## config.mk

```make
export PLATFORM = sky130hd
export DESIGN_NAME = fbpa_arith
export DESIGN_NICKNAME = d
export VERILOG_FILES = /design/src/fbpa_pkg.sv /design/src/fbpa_arith.sv
export SDC_FILE = /design/constraint.sdc
export NUM_CORES = 1
export LEC_CHECK = 0
export BUFFER_PORTS_ARGS = -buffer_cell sky130_fd_sc_hd__buf_2
export CORE_ASPECT_RATIO = 1.2
export CORE_MARGIN = 3
export CORE_UTILIZATION = 45
export CTS_CLUSTER_DIAMETER = 200
export CTS_CLUSTER_SIZE = 12
export DETAILED_ROUTE_END_ITERATION = 8
export SLEW_MARGIN = 0
export SYNTH_ARGS = -nofsm -noshare
export SYNTH_HDL_FRONTEND = slang
export SYNTH_SLANG_ARGS = --single-unit
```

## constraint.sdc

```tcl
create_clock -name clk -period 7 [get_ports clk]
set_clock_uncertainty 0.05 [all_clocks]
set_input_delay 0.7 -clock clk [delete_from_list [all_inputs] [get_ports clk]]
set_output_delay 0.7 -clock clk [all_outputs]
set_load 0.01 [all_outputs]
```

## src/fbpa_pkg.sv

```systemverilog
// Shared types and constants of the fixed block pool allocator.
`default_nettype none

package fbpa_pkg;

  localparam int MAX_SLOTS = 1024;
  localparam int IDX_W     = $clog2(MAX_SLOTS);
  localparam int COUNT_W   = IDX_W + 1;
  localparam int SIZE_W    = 17;
  localparam int BOFF_W    = 28;
  localparam int MAG_W     = BOFF_W - 1;
  localparam int AOFF_W    = 26;
  localparam int REM_W     = SIZE_W;
  localparam int SUM_W     = MAG_W + 1;
  localparam int DIV_STEPS = MAG_W;
  localparam int MUL_STEPS = IDX_W;
  localparam int STEP_W    = $clog2(DIV_STEPS);

  typedef enum logic [1:0] {
    MODE_ALLOC = 2'd0,
    MODE_FREE  = 2'd1,
    MODE_RESET = 2'd2
  } mode_t;

  typedef enum logic [1:0] {
    ST_OK              = 2'd0,
    ST_NO_MEMORY       = 2'd1,
    ST_INVALID_POINTER = 2'd2,
    ST_FREE_LIST_FULL  = 2'd3
  } status_t;

  typedef enum logic [1:0] {
    REG_SLOT_COUNT    = 2'd0,
    REG_DATUM_SIZE    = 2'd1,
    REG_FREE_LIST_LEN = 2'd2
  } reg_index_t;

  typedef enum logic {
    OP_DIV = 1'b0,
    OP_MUL = 1'b1
  } arith_op_t;

  typedef enum logic [2:0] {
    S_IDLE,
    S_ALLOC_RD,
    S_MUL,
    S_DIV,
    S_DONE
  } state_t;

  typedef struct packed {
    logic             start;
    arith_op_t        op;
    logic [MAG_W-1:0] operand;
  } arith_req_t;

  typedef struct packed {
    logic             done;
    logic [MAG_W-1:0] result;
    logic             rem_zero;
  } arith_rsp_t;

  typedef struct packed {
    logic             clear;
    logic             rd_en;
    logic [IDX_W-1:0] rd_addr;
    logic             wr_en;
    logic [IDX_W-1:0] wr_addr;
    logic [IDX_W-1:0] wr_data;
  } ring_req_t;

endpackage

`default_nettype wire

```

## src/fbpa_arith.sv

```systemverilog
// Shared add/subtract unit run as a restoring divider or a shift-add multiplier.
`default_nettype none

module fbpa_arith
  import fbpa_pkg::*;
(
  input  wire logic              clk,
  input  wire logic              rst,
  input  wire arith_req_t        req,
  input  wire logic [SIZE_W-1:0] dsize,
  output arith_rsp_t             rsp
);

  logic              busy;
  logic              done;
  arith_op_t         op;
  logic [STEP_W-1:0] cnt;
  logic [MAG_W-1:0]  src;
  logic [MAG_W-1:0]  acc;
  logic [REM_W-1:0]  rem;

  logic [REM_W:0]    rem_sh;
  logic [SUM_W-1:0]  opa;
  logic [SUM_W-1:0]  opb;
  logic [SUM_W-1:0]  sum;
  logic              sub;

  // The single adder: subtracts the block size for division steps and adds
  // it (or zero) for multiplication steps.
  always_comb begin
    rem_sh = {rem, src[MAG_W-1]};
    if (op == OP_DIV) begin
      sub = 1'b1;
      opa = SUM_W'(rem_sh);
      opb = SUM_W'(dsize);
    end else begin
      sub = 1'b0;
      opa = {acc, 1'b0};
      opb = src[MAG_W-1] ? SUM_W'(dsize) : '0;
    end
    sum = sub ? (opa - opb) : (opa + opb);
  end

  always_ff @(posedge clk) begin
    if (rst) begin
      busy <= 1'b0;
      done <= 1'b0;
    end else begin
      done <= 1'b0;
      if (req.start) begin
        busy <= 1'b1;
        cnt  <= (req.op == OP_DIV) ? STEP_W'(DIV_STEPS - 1) : STEP_W'(MUL_STEPS - 1);
      end else if (busy) begin
        if (cnt == '0) begin
          busy <= 1'b0;
          done <= 1'b1;
        end else begin
          cnt <= cnt - 1'b1;
        end
      end
    end
  end

  always_ff @(posedge clk) begin
    if (req.start) begin
      op  <= req.op;
      acc <= '0;
      rem <= '0;
      if (req.op == OP_DIV) begin
        src <= req.operand;
      end else begin
        src <= {req.operand[IDX_W-1:0], (MAG_W - IDX_W)'(0)};
      end
    end else if (busy) begin
      src <= {src[MAG_W-2:0], 1'b0};
      if (op == OP_DIV) begin
        // A set sign bit means the trial subtraction went below zero.
        if (!sum[SUM_W-1]) begin
          rem <= sum[REM_W-1:0];
          acc <= {acc[MAG_W-2:0], 1'b1};
        end else begin
          rem <= rem_sh[REM_W-1:0];
          acc <= {acc[MAG_W-2:0], 1'b0};
        end
      end else begin
        acc <= sum[MAG_W-1:0];
      end
    end
  end

  assign rsp.done     = done;
  assign rsp.result   = acc;
  assign rsp.rem_zero = (rem == '0);

endmodule

`default_nettype wire

```

==> metrics.md, run 1 <==
| Metric | Value |
|---|---|
| DRT Wirelength | roughly 17000 um |
| Distinct cells, synth | 62 |
| Seq/Total Area, Yosys | 32.4% |
| Initial antenna violation count | 0 |
| Synth area leader | edfxtp_1 |
| Die height | roughly 130 um |
| Unrepaired setup endpoints after global routing | false |
| Average cell area after synthesis | about 8.5 um^2 |
| Area grow syn2layout | 12.8% |
| Number of global-route vias before repair | between 5000 and 6000 |
| Synthesized area | 5900 um^2 |
| Post-DP HPWL | approximately 12000 um |
| H-tree levels | 3 |
| # setup viols final | 0 |
| Top cell type's share of synthesized area | between 10% and 20% |
| Synth Instances | around 690 |
| I/O Buffers | 76 |
| Number of routed nets with antenna violations | 0 |
| Critical path required time | about 7.2 ns |
| Worst min-delay path class | flop to flop |
| Post-route setup TNS | 0 ns |
| Final #Nets | 823 |
| Worst-path clk slew | roughly 0.07 ns |
| Cells resized by post-CTS repair | 0 |
| Clock root cell | clkbuf_16 |
| Number of remaining DRC errors | 0 |
| Synth Register Bits | 79 |
| Reg2Reg Setup Slack | 1.76 ns |
| Mean number of vias per cell | around 6 |
| Warnings from Yosys | 0 |
| VDD IR-drop max | ~0.00016 V |
| Syn nets | between 700 and 800 |
| WS Path Type | flop to flop |
| Die area | between 10000 and 15000 um^2 |
| Avg WL per Cell | roughly 18 um |
| Final min period | 5.24 ns |
| Worst slew margin | approximately a quarter |
| Share of cells above drive strength 1 | around 17% |
| Die X | 111 um |
| Maxcap violations | 0 |
| Fin util | between 50% and 60% |
| Synth top area cells | edfxtp_1 17%, dfxtp_1 16%, ha_1 6.4% |
| Worst Max-Slew Pin Slew | 1.12 ns |
| Initial core utilization | between 40 and 50% |
| Antenna diodes | 0 |
| Routed via count | approximately 5400 |
| Pwr dens | around 220 nW/um^2 |
| Footprint of the multi-input gates | around 3800 um^2 |
| GP Congestion | between 0.8 and 0.9 |
| Sink Count | 79 |
| Fin worst setup slack | around 1.8 ns |
| Row count | 45 |
| Gr usage total | a little under a quarter |
| Lkg Pwr | roughly 2.8 nW |
| Post-synth EDFFs | 33 |
| IO Pins | 77 |
| Fillcell total | about 1200 |
| Register Area | between 1500 and 2000 um^2 |
| Crit path DAT | approximately 5.4 ns |
| Core area | ~13000 um^2 |
| Status | completed |
| Final Hold Fails | 0 |
| CP Launch Type | flop |
| CTS tree | built |
| Asr flop ratio synth | 0% |
| Clock Latency Late Sink | approximately 0.35 ns |
| Largest net degree at the start of global routing | 55 |
| CP Max Fanout | 9 |
| Setup WS pre-CTS | 1.52 ns |
| Ys flop type | dfxtp_1 |
| Tcrit/Tclk final | between 70 and 80% |
| First-pass GRT wire length | around 27000 um |
| Cts bufs inserted | 9 |
| CP endpoint kind | flop |
| Fmax | 0.191 GHz |
| Post-cts hold buffer count | 0 |
| Setup Buffers After CTS | 0 |
| Drt pass-1 iters | 4 |
| Max Slew Vio Count | 0 |
| Max clock buf depth | 2 |
| Gr ovfl total | 0 |
| Starting DRT DRC Count | around 310 |
worst max-delay path, cell delays in order, from the launching register on:
cell      delay, ns
edfxtp_1       0.50
nand2b_1       0.41
nand2_1        0.22
ha_1           0.24
nand2_1        0.18
a21o_1         0.24
nor4_1         0.64
a21oi_1        0.17
ha_1           0.49
nand2_1        0.12
or3_1          0.40
a211oi_1       0.23
a21oi_1        0.12
and4_4         0.22
or4_1          0.56
o211ai_1       0.21
a21oi_1        0.08
power breakdown:
group | internal [mW] | total, mW | switching (mW)
combinational | 0.178 | 0.441 | 0.264
sequential | 0.526 | 0.558 | 0.0316
clock | 0.245 | 0.462 | 0.217
total | 0.948 | 1.46 | 0.512
synth_stat cells, types with 6 or more instances:
cell type / n
dfxtp_1: 46
ha_1: 30
nand3_1: 7
and2_1: 13
edfxtp_1: 33
buf_1: 7
a31oi_1: 12
o21a_1: 9
nand2_1: 66
a211oi_1: 19
clkbuf_1: 34
xor2_1: 15
a22o_1: 17
mux2i_1: 37
and3_1: 7
a21o_1: 9
nor2_1: 59
nor3_1: 12
nand4_1: 6
inv_1: 15
xnor2_1: 25
mux2_2: 15
o21ai_0: 51
a21oi_1: 66
nor4_1: 6
o211ai_1: 7
cell type report:
| type | count | share of cell area (%) |
|---|---|---|
| clock inverters | 7 | 0.789 |
| multi-input cells | 554 | 56.5 |
| flip-flops and latches | 79 | 28.7 |
| clock buffers | 9 | 3.38 |
| repair buffers | 85 | 6.72 |
| inverters | 15 | 0.845 |
| well taps | 164 | 3.08 |
cells by family after synthesis:
logic type | after synthesis | share of synthesized area (%)
and+or+nand+nor | 205 | 16.9
muxes | 52 | 9.14
DFF | 79 | 32.4
adders and majority gates | 31 | 6.70
xor gates and xnor gates | 40 | 5.93
buffers and inverters | 58 | 3.88
AOI/OAI and AO/OA | 226 | 25.0
cells in the final DEF (no fill, tap or decap), drive strengths merged, types with 13 or more instances in the layout:
cell type / instances
o21ai: 51
a21oi: 66
nand2: 66
inv: 19
mux2: 15
mux2i: 37
xnor2: 25
nor2: 59
a22o: 17
a31oi: 13
dfxtp: 46
xor2: 15
and2: 14
a211oi: 20
ha: 30
buf: 85
nor3: 13
edfxtp: 33
through the flow:
| step | power [mW] | cells | hold slack [ns] | area, um^2 |
|---|---|---|---|---|
| floorplan | 0.877 | 691 | 0.404 | 5900 |
| global placement | 0.999 | 897 | 0.426 | 6380 |
| detailed placement | 1.01 | 897 | 0.444 | 6380 |
| CTS | 1.47 | 913 | 0.453 | 6660 |
| global route | 1.54 | 913 | 0.490 | 6660 |
| finish | 1.46 | 913 | 0.453 | 6660 |
registers in the layout, indices dropped and copies added (netlist names):
register / count
cnt: 5
src: 27
done: 1
busy: 1
op: 1
acc: 27
rem: 17
layer usage:
metal  track usage [%]  vias up  wire, um
met5                 0        -         0
met4              6.23        0       264
met3              3.96       20       822
met2              39.5      135      8300
met1              29.1     2538      7460
li1                  -     2672         -
final timing paths:
kind                             from                    to  cells after the start
setup / recovery    src[26]$_DFFE_PP_  rem[14]$_SDFFE_PP0P_                     16
hold / removal    acc[2]$_SDFFE_PP0P_   acc[2]$_SDFFE_PP0P_                      2
hold reg to reg   acc[2]$_SDFFE_PP0P_   acc[2]$_SDFFE_PP0P_                      2
setup reg to reg    src[26]$_DFFE_PP_  rem[14]$_SDFFE_PP0P_                     16
No activity file was read; power rests on OpenSTA's default activity.
==> run 2: changes to the inputs <==
Clock period 7 ns to 5 ns, I/O delays scaled along.
==> run 2 against run 1 <==
Clock power rose by 47%; die area did not move; first-iteration DRC count up 0.64%; critical endpoint is now rem[2]$_SDFFE_PP0P_.
==> metrics.md, run 2 (same netlist as run 1, synthesis figures left out) <==
| Metric | Value |
|---|---|
| Clock Latency Late Sink | 0.35 ns |
| CP Launch Type | flop |
| Worst min-delay path class | input port to flop |
| WS Path Type | flop to flop |
| Setup Buffers After CTS | 0 |
| Post-route setup TNS | 0 ns |
| Maxcap violations | 0 |
| Hold path endpoint | done$_SDFF_PP0_ |
| Lkg Pwr | between 2 and 3 nW |
| Max clock buf depth | 2 |
| # setup viols final | 0 |
| Number of routed nets with antenna violations | 0 |
| Pwr dens | between 300 and 400 nW/um^2 |
| GP Congestion | between 0.9 and 1 |
| Biggest regs | acc: 27 flops, src: 27 flops, rem: 17 flops |
| Crit path DAT | roughly 4.8 ns |
| Initial antenna violation count | 0 |
| Reg2reg start | src[26]$_DFFE_PP_ |
| Commonest non-fill, non-tap cell in the layout | buf_2 |
| Worst reg2reg path endpoint | rem[2]$_SDFFE_PP0P_ |
| Critical path required time | 5.16 ns |
| Core area | around 13000 um^2 |
| WHS Path Cells | 2 |
| Initial core utilization | approximately 46% |
| Share of cells above drive strength 1 | about a fifth |
| Starting DRT DRC Count | approximately 320 |
| Clock root cell | clkbuf_16 |
| Area grow syn2layout | 15.4% |
| Avg WL per Cell | approximately 18 um |
| Hold WS | 0.281 ns |
| Die X | about 110 um |
| IO Pins | 77 |
| H-tree levels | 3 |
| Number of global-route vias before repair | 5336 |
| Fillcell total | 1213 |
| Gr usage total | 23.5% |
| Number of remaining DRC errors | 0 |
| Post-cts hold buffer count | 0 |
| Status | completed |
| Commonest non-fill, non-tap cells in the layout | 76 x buf_2, 66 x nand2_1, 66 x a21oi_1, 59 x nor2_1, 51 x o21ai_0 |
| Final Hold Fails | 0 |
| Reg2Reg Depth | 17 |
| Antenna diodes | 0 |
| Gr ovfl total | 0 |
| Final Total Pwr | between 2 and 2.5 mW |
| VDD IR-drop max | 0.000214 V |
| Cts bufs inserted | 9 |
| Unrepaired setup endpoints after global routing | false |
| Final Cell Area | 6810 um^2 |
| Mean number of vias per cell | roughly 6 |
| Routed via count | 5492 |
| Reg2Reg Setup Slack | roughly 0.38 ns |
| Die height | 131 um |
| Hold wc startpoint | rst |
| Final #Nets | 838 |
| Placed Area | between 6000 and 7000 um^2 |
| CTS tree | built |
| Worst Max-Slew Pin Slew | 0.979 ns |
| First-pass GRT wire length | around 28000 um |
| Worst slew margin | a little over a third |
| CP Max Fanout | 7 |
| Post-DP HPWL | roughly 13000 um |
| Worst-path clk slew | roughly 0.06 ns |
| Drt pass-1 iters | 5 |
| I/O Buffers | between 70 and 80 |
| Max Slew Vio Count | 0 |
| CP endpoint kind | flop |
| Final min period | ~4.6 ns |
| DRT Wirelength | around 17000 um |
| Row count | 45 |
| Fin util | between 50% and 60% |
| Tcrit/Tclk final | 92.4% |
| Sink Count | 79 |
| Fmax | 0.216 GHz |
| Die area | 14500 um^2 |
| Largest net degree at the start of global routing | 54 |
run 2: worst max path at each step:
stage | from | to | slack, ns
2_1_floorplan | dsize[6] | rem[11]$_SDFFE_PP0P_ | 0.17
3_3_place_gp | dsize[6] | rem[2]$_SDFFE_PP0P_ | 0.21
3_5_place_dp | dsize[6] | rem[14]$_SDFFE_PP0P_ | 0.14
4_1_cts | src[26]$_DFFE_PP_ | rem[14]$_SDFFE_PP0P_ | 0.22
5_1_grt | src[26]$_DFFE_PP_ | rem[14]$_SDFFE_PP0P_ | 0.05
6_report | src[26]$_DFFE_PP_ | rem[2]$_SDFFE_PP0P_ | 0.38
run 2: stage by stage:
step	cells	worst slack, ns
5_1_grt	928	0.0528
6_report	928	0.378
2_1_floorplan	691	0.175
3_3_place_gp	912	0.211
4_1_cts	928	0.225
3_5_place_dp	912	0.137
run 2: layer usage:
| metal | GRT usage (%) | routed length (um) | vias to the layer above |
|---|---|---|---|
| met5 | 0 | 0 | - |
| met4 | 6.64 | 263 | 0 |
| met3 | 4.33 | 869 | 22 |
| met2 | 40.0 | 8340 | 153 |
| met1 | 30.4 | 7620 | 2622 |
| li1 | - | - | 2695 |
run 2: area by class of cell:
class	instances	area [um^2]	area share (%)
inverters	15	56.3	0.826
clock buffers	10	229	3.36
multi-input cells	554	3770	55.3
well taps	164	205	3.01
repair buffers	100	573	8.41
flip-flops and latches	79	1910	28.1
clock inverters	6	67.6	0.992
run 2: report_power, final:
group / internal, mW / switching [mW]
logic: 0.264 / 0.377
registers: 0.737 / 0.0441
clock network: 0.390 / 0.289
total: 1.39 / 0.710
run 2: repair_timing:
action	4_1_cts	5_1_grt
resized for setup	0	2
hold endpoints to repair	0	0
endpoints found under the setup margin	0	17
run 2: worst max-delay path: stages, from the launching register on:
cell      delay, ns
edfxtp_1       0.45
nand2b_2       0.33
nand2_1        0.18
ha_1           0.25
nand2_1        0.17
a21o_1         0.24
nor2_1         0.12
xor2_1         0.15
o21ai_0        0.09
ha_1           0.39
a21oi_1        0.21
o21ai_0        0.18
a211o_1        0.30
a21oi_1        0.26
a211oi_2       0.17
or4_1          0.64
o211ai_1       0.21
a21oi_1        0.09
